===== src/design/awm_pkg.sv =====
// Shared types, sizes and command codes of the sliding-window anagram matcher.
package awm_pkg;

  localparam int MAX_PATTERN = 256;
  localparam int ALPHABET    = 26;
  localparam int BINS        = ALPHABET + 1;

  localparam int CMD_W    = 2;
  localparam int LETTER_W = 5;
  localparam int BIN_W    = $clog2(BINS);
  localparam int LEN_W    = $clog2(MAX_PATTERN + 1);
  localparam int POS_W    = (MAX_PATTERN > 1) ? $clog2(MAX_PATTERN) : 1;
  localparam int DIFF_W   = $clog2(BINS + 1);

  localparam int FIFO_DEPTH = 4;
  localparam int FIFO_PTR_W = $clog2(FIFO_DEPTH);
  localparam int FIFO_CNT_W = $clog2(FIFO_DEPTH + 1);
  localparam int PEND_W     = $clog2(FIFO_DEPTH + 3);

  typedef enum logic [CMD_W-1:0] {
    CMD_CLEAR   = 2'd0,
    CMD_PATTERN = 2'd1,
    CMD_TEXT    = 2'd2
  } awm_cmd_e;

  typedef enum logic [1:0] {
    OP_CLEAR,
    OP_PATTERN,
    OP_TEXT
  } awm_kind_e;

  typedef logic [BIN_W-1:0] bin_t;
  typedef logic [LEN_W-1:0] cnt_t;

  typedef struct packed {
    logic      vld;
    awm_kind_e kind;
    bin_t      bin;
    logic      upd;
    logic      rem;
    logic      fill_ok;
    logic      ovf;
    logic      last;
  } awm_op_t;

  typedef struct packed {
    logic window_match;
    logic found;
    logic end_of_text;
    logic pattern_overflow;
  } awm_out_t;

  typedef struct packed {
    logic     vld;
    awm_out_t data;
  } awm_res_t;

  typedef struct packed {
    cnt_t pat;
    cnt_t rem;
  } awm_pr_t;

  function automatic bin_t bin_of(logic [LETTER_W-1:0] letter);
    return (int'(letter) < ALPHABET) ? BIN_W'(letter) : BIN_W'(ALPHABET);
  endfunction

endpackage


===== src/design/anagram_window_matcher.sv =====
// Top level of the sliding-window anagram matcher: command decode, letter ring and result buffer.
// The block takes one command per cycle while in_ready_o is high and gives one result for every
// text letter, through the op_b_q and op_q registers and a four-entry output buffer; ready falls
// only when that buffer together with the results still in flight would exceed four entries.
// The pace is set by the read-modify-write loop on the histogram memories, which forwards the
// previous cycle's write so that every letter updates both histogram bins it touches.
// There is no clearing pass after reset: valid bits clear the histograms at once, and the
// letter ring is only read at positions written earlier in the same text.
module anagram_window_matcher import awm_pkg::*; (
  input  logic                clk_i,
  input  logic                rst_ni,
  input  logic                in_valid_i,
  output logic                in_ready_o,
  input  logic [CMD_W-1:0]    cmd_i,
  input  logic [LETTER_W-1:0] letter_i,
  input  logic                last_i,
  output logic                out_valid_o,
  input  logic                out_ready_i,
  output logic                window_match_o,
  output logic                found_o,
  output logic                end_of_text_o,
  output logic                pattern_overflow_o
);

  bin_t ring_mem [MAX_PATTERN];
  bin_t ring_rd_q;

  cnt_t             pat_len_q, pat_len_d, fill_q, fill_d, fill_inc, pos_inc;
  logic [POS_W-1:0] pos_q, pos_d;
  logic             ovf_q, ovf_d;
  logic             accept, ring_we;
  bin_t             bin_in;
  awm_op_t          op_d, op_b_q;
  awm_res_t         res;

  awm_out_t              fifo_mem [FIFO_DEPTH];
  logic [FIFO_PTR_W-1:0] wr_ptr_q, rd_ptr_q;
  logic [FIFO_CNT_W-1:0] cnt_q, cnt_d;
  logic [PEND_W-1:0]     pend;
  logic                  push, pop;

  assign accept   = in_valid_i && in_ready_o;
  assign bin_in   = bin_of(letter_i);
  assign fill_inc = fill_q + cnt_t'(1);
  assign pos_inc  = cnt_t'(pos_q) + cnt_t'(1);

  always_comb begin
    pat_len_d = pat_len_q;
    ovf_d     = ovf_q;
    fill_d    = fill_q;
    pos_d     = pos_q;
    ring_we   = 1'b0;
    op_d      = '0;
    if (accept) begin
      unique case (awm_cmd_e'(cmd_i))
        CMD_CLEAR: begin
          pat_len_d = '0;
          ovf_d     = 1'b0;
          fill_d    = '0;
          pos_d     = '0;
          op_d.vld  = 1'b1;
          op_d.kind = OP_CLEAR;
        end
        CMD_PATTERN: begin
          if (fill_q == '0) begin
            if (pat_len_q == cnt_t'(MAX_PATTERN)) begin
              ovf_d = 1'b1;
            end else begin
              pat_len_d = pat_len_q + cnt_t'(1);
              op_d.vld  = 1'b1;
              op_d.kind = OP_PATTERN;
              op_d.bin  = bin_in;
            end
          end
        end
        CMD_TEXT: begin
          op_d.vld     = 1'b1;
          op_d.kind    = OP_TEXT;
          op_d.bin     = bin_in;
          op_d.last    = last_i;
          op_d.ovf     = ovf_q;
          op_d.upd     = pat_len_q != '0;
          op_d.rem     = op_d.upd && fill_q >= pat_len_q;
          op_d.fill_ok = 1'b1;
          if (op_d.upd) begin
            ring_we      = 1'b1;
            op_d.fill_ok = op_d.rem || fill_inc >= pat_len_q;
            if (!op_d.rem) begin
              fill_d = fill_inc;
            end
            pos_d = (pos_inc == pat_len_q) ? '0 : POS_W'(pos_inc);
          end
          if (last_i) begin
            fill_d = '0;
            pos_d  = '0;
          end
        end
        default: begin
        end
      endcase
    end
  end

  always_ff @(posedge clk_i) begin
    if (ring_we) begin
      ring_mem[pos_q] <= bin_in;
    end
    ring_rd_q <= ring_mem[pos_q];
  end

  always_ff @(posedge clk_i or negedge rst_ni) begin
    if (!rst_ni) begin
      pat_len_q <= '0;
      ovf_q     <= 1'b0;
      fill_q    <= '0;
      pos_q     <= '0;
      op_b_q    <= '0;
    end else begin
      pat_len_q <= pat_len_d;
      ovf_q     <= ovf_d;
      fill_q    <= fill_d;
      pos_q     <= pos_d;
      op_b_q    <= op_d;
    end
  end

  awm_hist u_hist (
    .clk_i      (clk_i),
    .rst_ni     (rst_ni),
    .op_i       (op_b_q),
    .ring_bin_i (ring_rd_q),
    .res_o      (res)
  );

  // Results still in the pipeline hold a reserved buffer entry.
  assign pend = PEND_W'(cnt_q) + PEND_W'(op_b_q.vld && op_b_q.kind == OP_TEXT) +
                PEND_W'(res.vld);
  assign in_ready_o = pend < PEND_W'(FIFO_DEPTH);

  assign push  = res.vld;
  assign pop   = out_valid_o && out_ready_i;
  assign cnt_d = cnt_q + FIFO_CNT_W'(push) - FIFO_CNT_W'(pop);

  always_ff @(posedge clk_i) begin
    if (push) begin
      fifo_mem[wr_ptr_q] <= res.data;
    end
  end

  always_ff @(posedge clk_i or negedge rst_ni) begin
    if (!rst_ni) begin
      wr_ptr_q <= '0;
      rd_ptr_q <= '0;
      cnt_q    <= '0;
    end else begin
      if (push) begin
        wr_ptr_q <= wr_ptr_q + FIFO_PTR_W'(1);
      end
      if (pop) begin
        rd_ptr_q <= rd_ptr_q + FIFO_PTR_W'(1);
      end
      cnt_q <= cnt_d;
    end
  end

  assign out_valid_o        = cnt_q != '0;
  assign window_match_o     = fifo_mem[rd_ptr_q].window_match;
  assign found_o            = fifo_mem[rd_ptr_q].found;
  assign end_of_text_o      = fifo_mem[rd_ptr_q].end_of_text;
  assign pattern_overflow_o = fifo_mem[rd_ptr_q].pattern_overflow;

endmodule


===== src/design/awm_hist.sv =====
// Histogram memories with read-modify-write, forwarding and the differing-bin count.
module awm_hist import awm_pkg::*; (
  input  logic     clk_i,
  input  logic     rst_ni,
  input  awm_op_t  op_i,
  input  bin_t     ring_bin_i,
  output awm_res_t res_o
);

  cnt_t    add_mem [BINS];
  awm_pr_t pr_mem  [BINS];

  cnt_t    add_a_rd_q, add_r_rd_q;
  awm_pr_t pr_a_rd_q, pr_r_rd_q;

  awm_op_t op_q;
  bin_t    bin_r_q;

  logic [BINS-1:0] avld_q, avld_d, pvld_q, pvld_d, rvld_q, rvld_d;

  logic    fa_vld_q, fa_vld_d;
  bin_t    fa_bin_q, fa_bin_d;
  cnt_t    fa_val_q, fa_val_d;
  logic    fp_vld_q, fp_vld_d;
  bin_t    fp_bin_q, fp_bin_d;
  awm_pr_t fp_word_q, fp_word_d;

  logic [DIFF_W-1:0] diff_q, diff_d, pat_bins_q, pat_bins_d, diff_upd;
  logic              found_q, found_d;

  cnt_t    add_a, add_r, pat_a, pat_r, rem_a, rem_r, win_a, win_r;
  cnt_t    win_a_inc, win_r_dec, pat_a_inc;
  logic    add_we, pr_we;
  bin_t    add_wa, pr_wa;
  cnt_t    add_wd;
  awm_pr_t pr_wd;
  logic    same, a_chg, r_chg, old_a, new_a, old_r, new_r;
  logic    up_a, up_r, dn_a, dn_r, match;

  always_ff @(posedge clk_i) begin
    if (add_we) begin
      add_mem[add_wa] <= add_wd;
    end
    if (pr_we) begin
      pr_mem[pr_wa] <= pr_wd;
    end
    add_a_rd_q <= add_mem[op_i.bin];
    add_r_rd_q <= add_mem[ring_bin_i];
    pr_a_rd_q  <= pr_mem[op_i.bin];
    pr_r_rd_q  <= pr_mem[ring_bin_i];
  end

  // A write from the previous cycle is missed by the read issued in that cycle.
  always_comb begin
    if (fa_vld_q && fa_bin_q == op_q.bin) begin
      add_a = fa_val_q;
    end else begin
      add_a = avld_q[op_q.bin] ? add_a_rd_q : '0;
    end
    if (fa_vld_q && fa_bin_q == bin_r_q) begin
      add_r = fa_val_q;
    end else begin
      add_r = avld_q[bin_r_q] ? add_r_rd_q : '0;
    end
    if (fp_vld_q && fp_bin_q == op_q.bin) begin
      pat_a = fp_word_q.pat;
      rem_a = fp_word_q.rem;
    end else begin
      pat_a = pvld_q[op_q.bin] ? pr_a_rd_q.pat : '0;
      rem_a = rvld_q[op_q.bin] ? pr_a_rd_q.rem : '0;
    end
    if (fp_vld_q && fp_bin_q == bin_r_q) begin
      pat_r = fp_word_q.pat;
      rem_r = fp_word_q.rem;
    end else begin
      pat_r = pvld_q[bin_r_q] ? pr_r_rd_q.pat : '0;
      rem_r = rvld_q[bin_r_q] ? pr_r_rd_q.rem : '0;
    end
    win_a     = add_a - rem_a;
    win_r     = add_r - rem_r;
    win_a_inc = win_a + cnt_t'(1);
    win_r_dec = win_r - cnt_t'(1);
    pat_a_inc = pat_a + cnt_t'(1);
  end

  always_comb begin
    avld_d     = avld_q;
    pvld_d     = pvld_q;
    rvld_d     = rvld_q;
    pat_bins_d = pat_bins_q;
    add_we     = 1'b0;
    add_wa     = op_q.bin;
    add_wd     = win_a_inc + rem_a;
    pr_we      = 1'b0;
    pr_wa      = op_q.bin;
    pr_wd      = '{pat: pat_a_inc, rem: rem_a};
    same       = 1'b0;
    a_chg      = 1'b0;
    r_chg      = 1'b0;
    old_a      = 1'b0;
    new_a      = 1'b0;
    old_r      = 1'b0;
    new_r      = 1'b0;

    if (op_q.vld) begin
      unique case (op_q.kind)
        OP_PATTERN: begin
          a_chg  = 1'b1;
          old_a  = win_a != pat_a;
          new_a  = win_a != pat_a_inc;
          pr_we  = 1'b1;
          pvld_d[op_q.bin] = 1'b1;
          if (pat_a == '0) begin
            pat_bins_d = pat_bins_q + DIFF_W'(1);
          end
        end
        OP_TEXT: begin
          if (op_q.upd) begin
            same   = op_q.rem && (bin_r_q == op_q.bin);
            a_chg  = !same;
            old_a  = win_a != pat_a;
            new_a  = win_a_inc != pat_a;
            r_chg  = op_q.rem && !same;
            old_r  = win_r != pat_r;
            new_r  = win_r_dec != pat_r;
            add_we = 1'b1;
            add_wd = add_a + cnt_t'(1);
            avld_d[op_q.bin] = 1'b1;
            if (op_q.rem) begin
              pr_we = 1'b1;
              pr_wa = bin_r_q;
              pr_wd = '{pat: pat_r, rem: rem_r + cnt_t'(1)};
              rvld_d[bin_r_q] = 1'b1;
            end
          end
        end
        default: begin
        end
      endcase
    end

    up_a     = a_chg && !old_a && new_a;
    dn_a     = a_chg && old_a && !new_a;
    up_r     = r_chg && !old_r && new_r;
    dn_r     = r_chg && old_r && !new_r;
    diff_upd = diff_q + DIFF_W'(up_a) + DIFF_W'(up_r) - DIFF_W'(dn_a) - DIFF_W'(dn_r);
    match    = op_q.vld && op_q.kind == OP_TEXT && !op_q.ovf && op_q.fill_ok &&
               diff_upd == '0;

    diff_d    = diff_upd;
    found_d   = found_q | match;
    fa_vld_d  = add_we;
    fa_bin_d  = add_wa;
    fa_val_d  = add_wd;
    fp_vld_d  = pr_we;
    fp_bin_d  = pr_wa;
    fp_word_d = pr_wd;

    // The end of a text empties the window but keeps the pattern.
    if (op_q.vld && op_q.kind == OP_TEXT && op_q.last) begin
      avld_d   = '0;
      rvld_d   = '0;
      diff_d   = pat_bins_q;
      found_d  = 1'b0;
      fa_vld_d = 1'b0;
      fp_vld_d = 1'b0;
    end
    if (op_q.vld && op_q.kind == OP_CLEAR) begin
      avld_d     = '0;
      pvld_d     = '0;
      rvld_d     = '0;
      pat_bins_d = '0;
      diff_d     = '0;
      found_d    = 1'b0;
      fa_vld_d   = 1'b0;
      fp_vld_d   = 1'b0;
    end
  end

  assign res_o.vld                   = op_q.vld && op_q.kind == OP_TEXT;
  assign res_o.data.window_match     = match;
  assign res_o.data.found            = found_q | match;
  assign res_o.data.end_of_text      = op_q.last;
  assign res_o.data.pattern_overflow = op_q.ovf;

  always_ff @(posedge clk_i or negedge rst_ni) begin
    if (!rst_ni) begin
      op_q       <= '0;
      avld_q     <= '0;
      pvld_q     <= '0;
      rvld_q     <= '0;
      fa_vld_q   <= 1'b0;
      fp_vld_q   <= 1'b0;
      diff_q     <= '0;
      pat_bins_q <= '0;
      found_q    <= 1'b0;
    end else begin
      op_q       <= op_i;
      avld_q     <= avld_d;
      pvld_q     <= pvld_d;
      rvld_q     <= rvld_d;
      fa_vld_q   <= fa_vld_d;
      fp_vld_q   <= fp_vld_d;
      diff_q     <= diff_d;
      pat_bins_q <= pat_bins_d;
      found_q    <= found_d;
    end
  end

  always_ff @(posedge clk_i) begin
    bin_r_q   <= ring_bin_i;
    fa_bin_q  <= fa_bin_d;
    fa_val_q  <= fa_val_d;
    fp_bin_q  <= fp_bin_d;
    fp_word_q <= fp_word_d;
  end

endmodule


===== config.mk =====
export PLATFORM = sky130hd
export DESIGN_NAME = anagram_window_matcher
export DESIGN_NICKNAME = d
export VERILOG_FILES = /design/src/design/awm_pkg.sv /design/src/design/anagram_window_matcher.sv /design/src/design/awm_hist.sv
export SDC_FILE = /design/constraint.sdc
export NUM_CORES = 2
export LEC_CHECK = 0
export ABC_AREA = 1
export BUFFER_PORTS_ARGS = -buffer_cell sky130_fd_sc_hd__buf_2
export CAP_MARGIN = 10
export CORE_MARGIN = 5
export CORE_UTILIZATION = 41
export DETAILED_ROUTE_END_ITERATION = 7
export PLACE_DENSITY = 0.56
export SLEW_MARGIN = 20
export SYNTH_ARGS = -nofsm -noshare
export SYNTH_HDL_FRONTEND = slang
export SYNTH_HIERARCHICAL = 1
export SYNTH_SLANG_ARGS = --single-unit

===== constraint.sdc =====
create_clock -name clk_i -period 20.5 [get_ports clk_i]
set_clock_uncertainty 0.05 [all_clocks]
set_input_delay 1.025 -clock clk_i [delete_from_list [all_inputs] [get_ports clk_i]]
set_output_delay 1.025 -clock clk_i [all_outputs]
set_load 0.03 [all_outputs]

==> flow_summary.yaml <==
detailed_routing:
  viasPerCell: 5.68
  antenna_left: 0
  wl_per_cell_um: 24.0
  drc: 0
  vias: 78400
  drt_iter0_markers: 8860
  drt-total-wl_mm: 330
  dr.pass1.iters: 8
placement:
  place_hpwl_mm: 187
  port_buffers: 17
  place.gp.congestion: 0.888
synthesis:
  yosys-top-cells-area: "edfxtp_1 58%, nand2_1 7.9%, nor2_1 6.7%"
  synth_ff_type: "edfxtp_1"
  synth.most_common_cell: "nand2_1"
  synthTopCellsByCount: "2209 x nand2_1, 2025 x edfxtp_1, 1871 x nor2_1, 1198 x o21ai_0, 632 x inv_1"
  ys_ff_latch: 2280
  synth_edf_count: 2025
  yosysWarnings: 6
  syn_area_um2: 105000
  synth_nets: 10600
  postSynthAreaPerCell_um2: 9.97
  yosys.area.top_type_share_pct: 58.2
  async_flop_share_pct: 6.75
  synth_cells: 10500
  ys_seq_area_share_pct: 63.8
  yosys.area.top_type: "edfxtp_1"
  synth.distinct_cells: 61
floorplanning:
  rows: 185
  boundaryPins: 18
  core_um2: 254000
  start_util_pct: 41.2
  die_y_um: 515
  fp.dieArea_um2: 265000
  die_x_um: 515
finish:
  register_area_um2: 66700
  multiInputGateArea_um2: 32700
  drive_above_1_share_pct: 6.86
  syn2layout_area_growth_pct: 10.0
  fill_cells: 23600
  fin_nets: 10300
cts:
  cts_hold_buf: 0
  cts-resized-gates: 0
  clk_pin_slew_ns: 0.07
  clock_sinks: 2280
  numCtsBuffers: 228
  clk_latency_ns: 0.86
  htree_levels: 4
  cts_setup_buffers: 0
  cts_max_path_buffers: 3
  cts_tree: "yes"
  cts-root-buf: "clkbuf_16"
global_routing:
  grt_overflow_total: 0
  grt_usage_pct: 24.2
  antenna_found_initial: 6
  grt_pass1_wl_mm: 490
  grt_pass1_vias: 76400
  grt_max_degree: 171
timing:
  slew_headroom_pct: 25.1
  timing.final.crit_share_pct: 42.0
  hold_viol: 0
  tightest_slew_ns: 1.12
  finalSetupViolations: 0
  rsz0062_at_grt: "false"
  fin_tns_setup_ns: 0
  worst_hold_slack_ns: 0.227
  max_freq_ghz: 0.116
  drv_slew: 0
  fin_crit_ns: 8.62
run:
  drv_cap: 0
power_and_ir_drop:
  pwr_density_cell_nw_per_um2: 110
  power_mw: 12.6
  ir_drop_mv: 0.102
  power_leakage_nw: 42.9
setup_path:
  crit_type: "reg2reg"
  cp_common_cell: "nand2_1"
  cp.required_ns: 21.14
  critPathSlowestCell: "dfrtp_1"
  worstSetupStartpointType: "flop"
  critPathArrivalTime_ns: 9.26
  max_stage_delay_ns: 0.71
  path_max_fanout: 23
  cp-end-kind: "flop"
status:
  outcome: "finished, final reports clean"
worst_hold_path:
  hold_class: "in2async"
==> power by group <==
group	switching [mW]	total, mW	leakage [nW]	internal (mW)
logic	2.20	2.98	17.7	0.781
registers	0.135	5.52	21.6	5.38
clock network	1.79	4.13	3.58	2.34
==> metal layers <==
layer  share of wire (%)  GRT usage [%]  vias to the layer above
met5              0.0033              0                        -
met4                 4.0           9.12                        2
met3                 7.4           3.63                      704
met2                  47           40.0                     3538
met1                  41           32.3                    38500
li1                    -              -                    35600
==> worst max-delay path: cells and delay by family, from the launching register on <==
family / cells / cell delay (ns)
AND/OR/NAND/NOR: 24 / 3.10
adder cells (fa/ha/maj): 5 / 2.03
buffers and inverters: 9 / 1.74
flip-flops: 1 / 0.71
AO/OA/AOI/OAI: 1 / 0.40
XOR/XNOR: 1 / 0.39
==> path summary, 6_finish.rpt <==
check,startpoint,to,slack [ns],cells past startpoint
worst min register to register,op_b_q[2]$_DFF_PN0_,u_hist/op_q[2]$_DFF_PN0_,0.30,0
min in group clk_i,op_b_q[2]$_DFF_PN0_,u_hist/op_q[2]$_DFF_PN0_,0.30,0
worst max-delay path,u_hist/add_wa[1]$_DFF_PN0_,fifo_mem[2][2]$_DFFE_PP_,11.88,40
worst max register to register,u_hist/add_wa[1]$_DFF_PN0_,fifo_mem[2][2]$_DFFE_PP_,11.88,40
worst min-delay path,rst_ni,cnt_q[2]$_DFF_PN0_,0.23,1
max in group asynchronous,rst_ni,u_hist/pat_bins_q[0]$_DFFE_PN0P_,18.78,2
==> sequential cells by signal, summed over array words and instances, names as in the netlist, 13 cells and up <==
signal,flops
fifo_mem,16
op_b_q,13
ring_mem,1280
u_hist/add_mem,243
u_hist/avld_q,27
u_hist/fp_word_q,18
u_hist/pr_a_rd_q,18
u_hist/pr_mem,486
u_hist/pr_r_rd_q,18
u_hist/pvld_q,27
u_hist/rvld_q,27
==> kinds of logic after synthesis <==
| kind of cell | count (synthesis) | share of synthesized area [%] |
|---|---|---|
| adders and majority gates | 82 | 1.03 |
| and+or+nand+nor | 4726 | 18.2 |
| DFF | 2280 | 63.8 |
| AOI/OAI and AO/OA | 1985 | 11.1 |
| xor gates and xnor gates | 85 | 0.719 |
| buffers and inverters | 1329 | 5.18 |
==> layout by cell type, fill, tap and decap left out, types with 43 or more instances in the layout <==
master	count
nand2_1	2207
edfxtp_1	2025
nor2_1	1836
o21ai_0	1185
inv_1	627
nand3_1	412
o221ai_1	326
clkbuf_16	233
a21oi_1	179
buf_4	149
dfrtp_1	148
nor2_2	96
dfxtp_1	96
a31oi_1	75
ha_1	75
xor2_1	67
o21ai_1	61
o22ai_1	60
clkinv_1	54
clkbuf_1	53
nor3_1	43
==> metrics by stage <==
step / cell area, um2 / setup slack (ns) / utilization [%] / std cells
2_1_floorplan: 105000 / 11.96 / - / 10500
3_3_place_gp: 108000 / 11.70 / 42.4 / 13400
3_5_place_dp: 108000 / 11.67 / 42.4 / 13400
4_1_cts: 115000 / 11.64 / 45.3 / 13800
5_1_grt: 115000 / 11.23 / 45.3 / 13800
6_report: 115000 / 11.88 / 45.3 / 13800
==> layout make-up <==
type	instances	area share [%]
Multi-Input combinational cell	6878	28.4
Inverter	673	2.25
Clock inverter	112	0.865
Clock buffer	307	5.49
Tap cell	3366	3.66
Sequential cell	2280	58.0
Timing Repair Buffer	179	1.29
Antenna cell	3	0.00653
No activity file was read; power rests on OpenSTA's default activity.
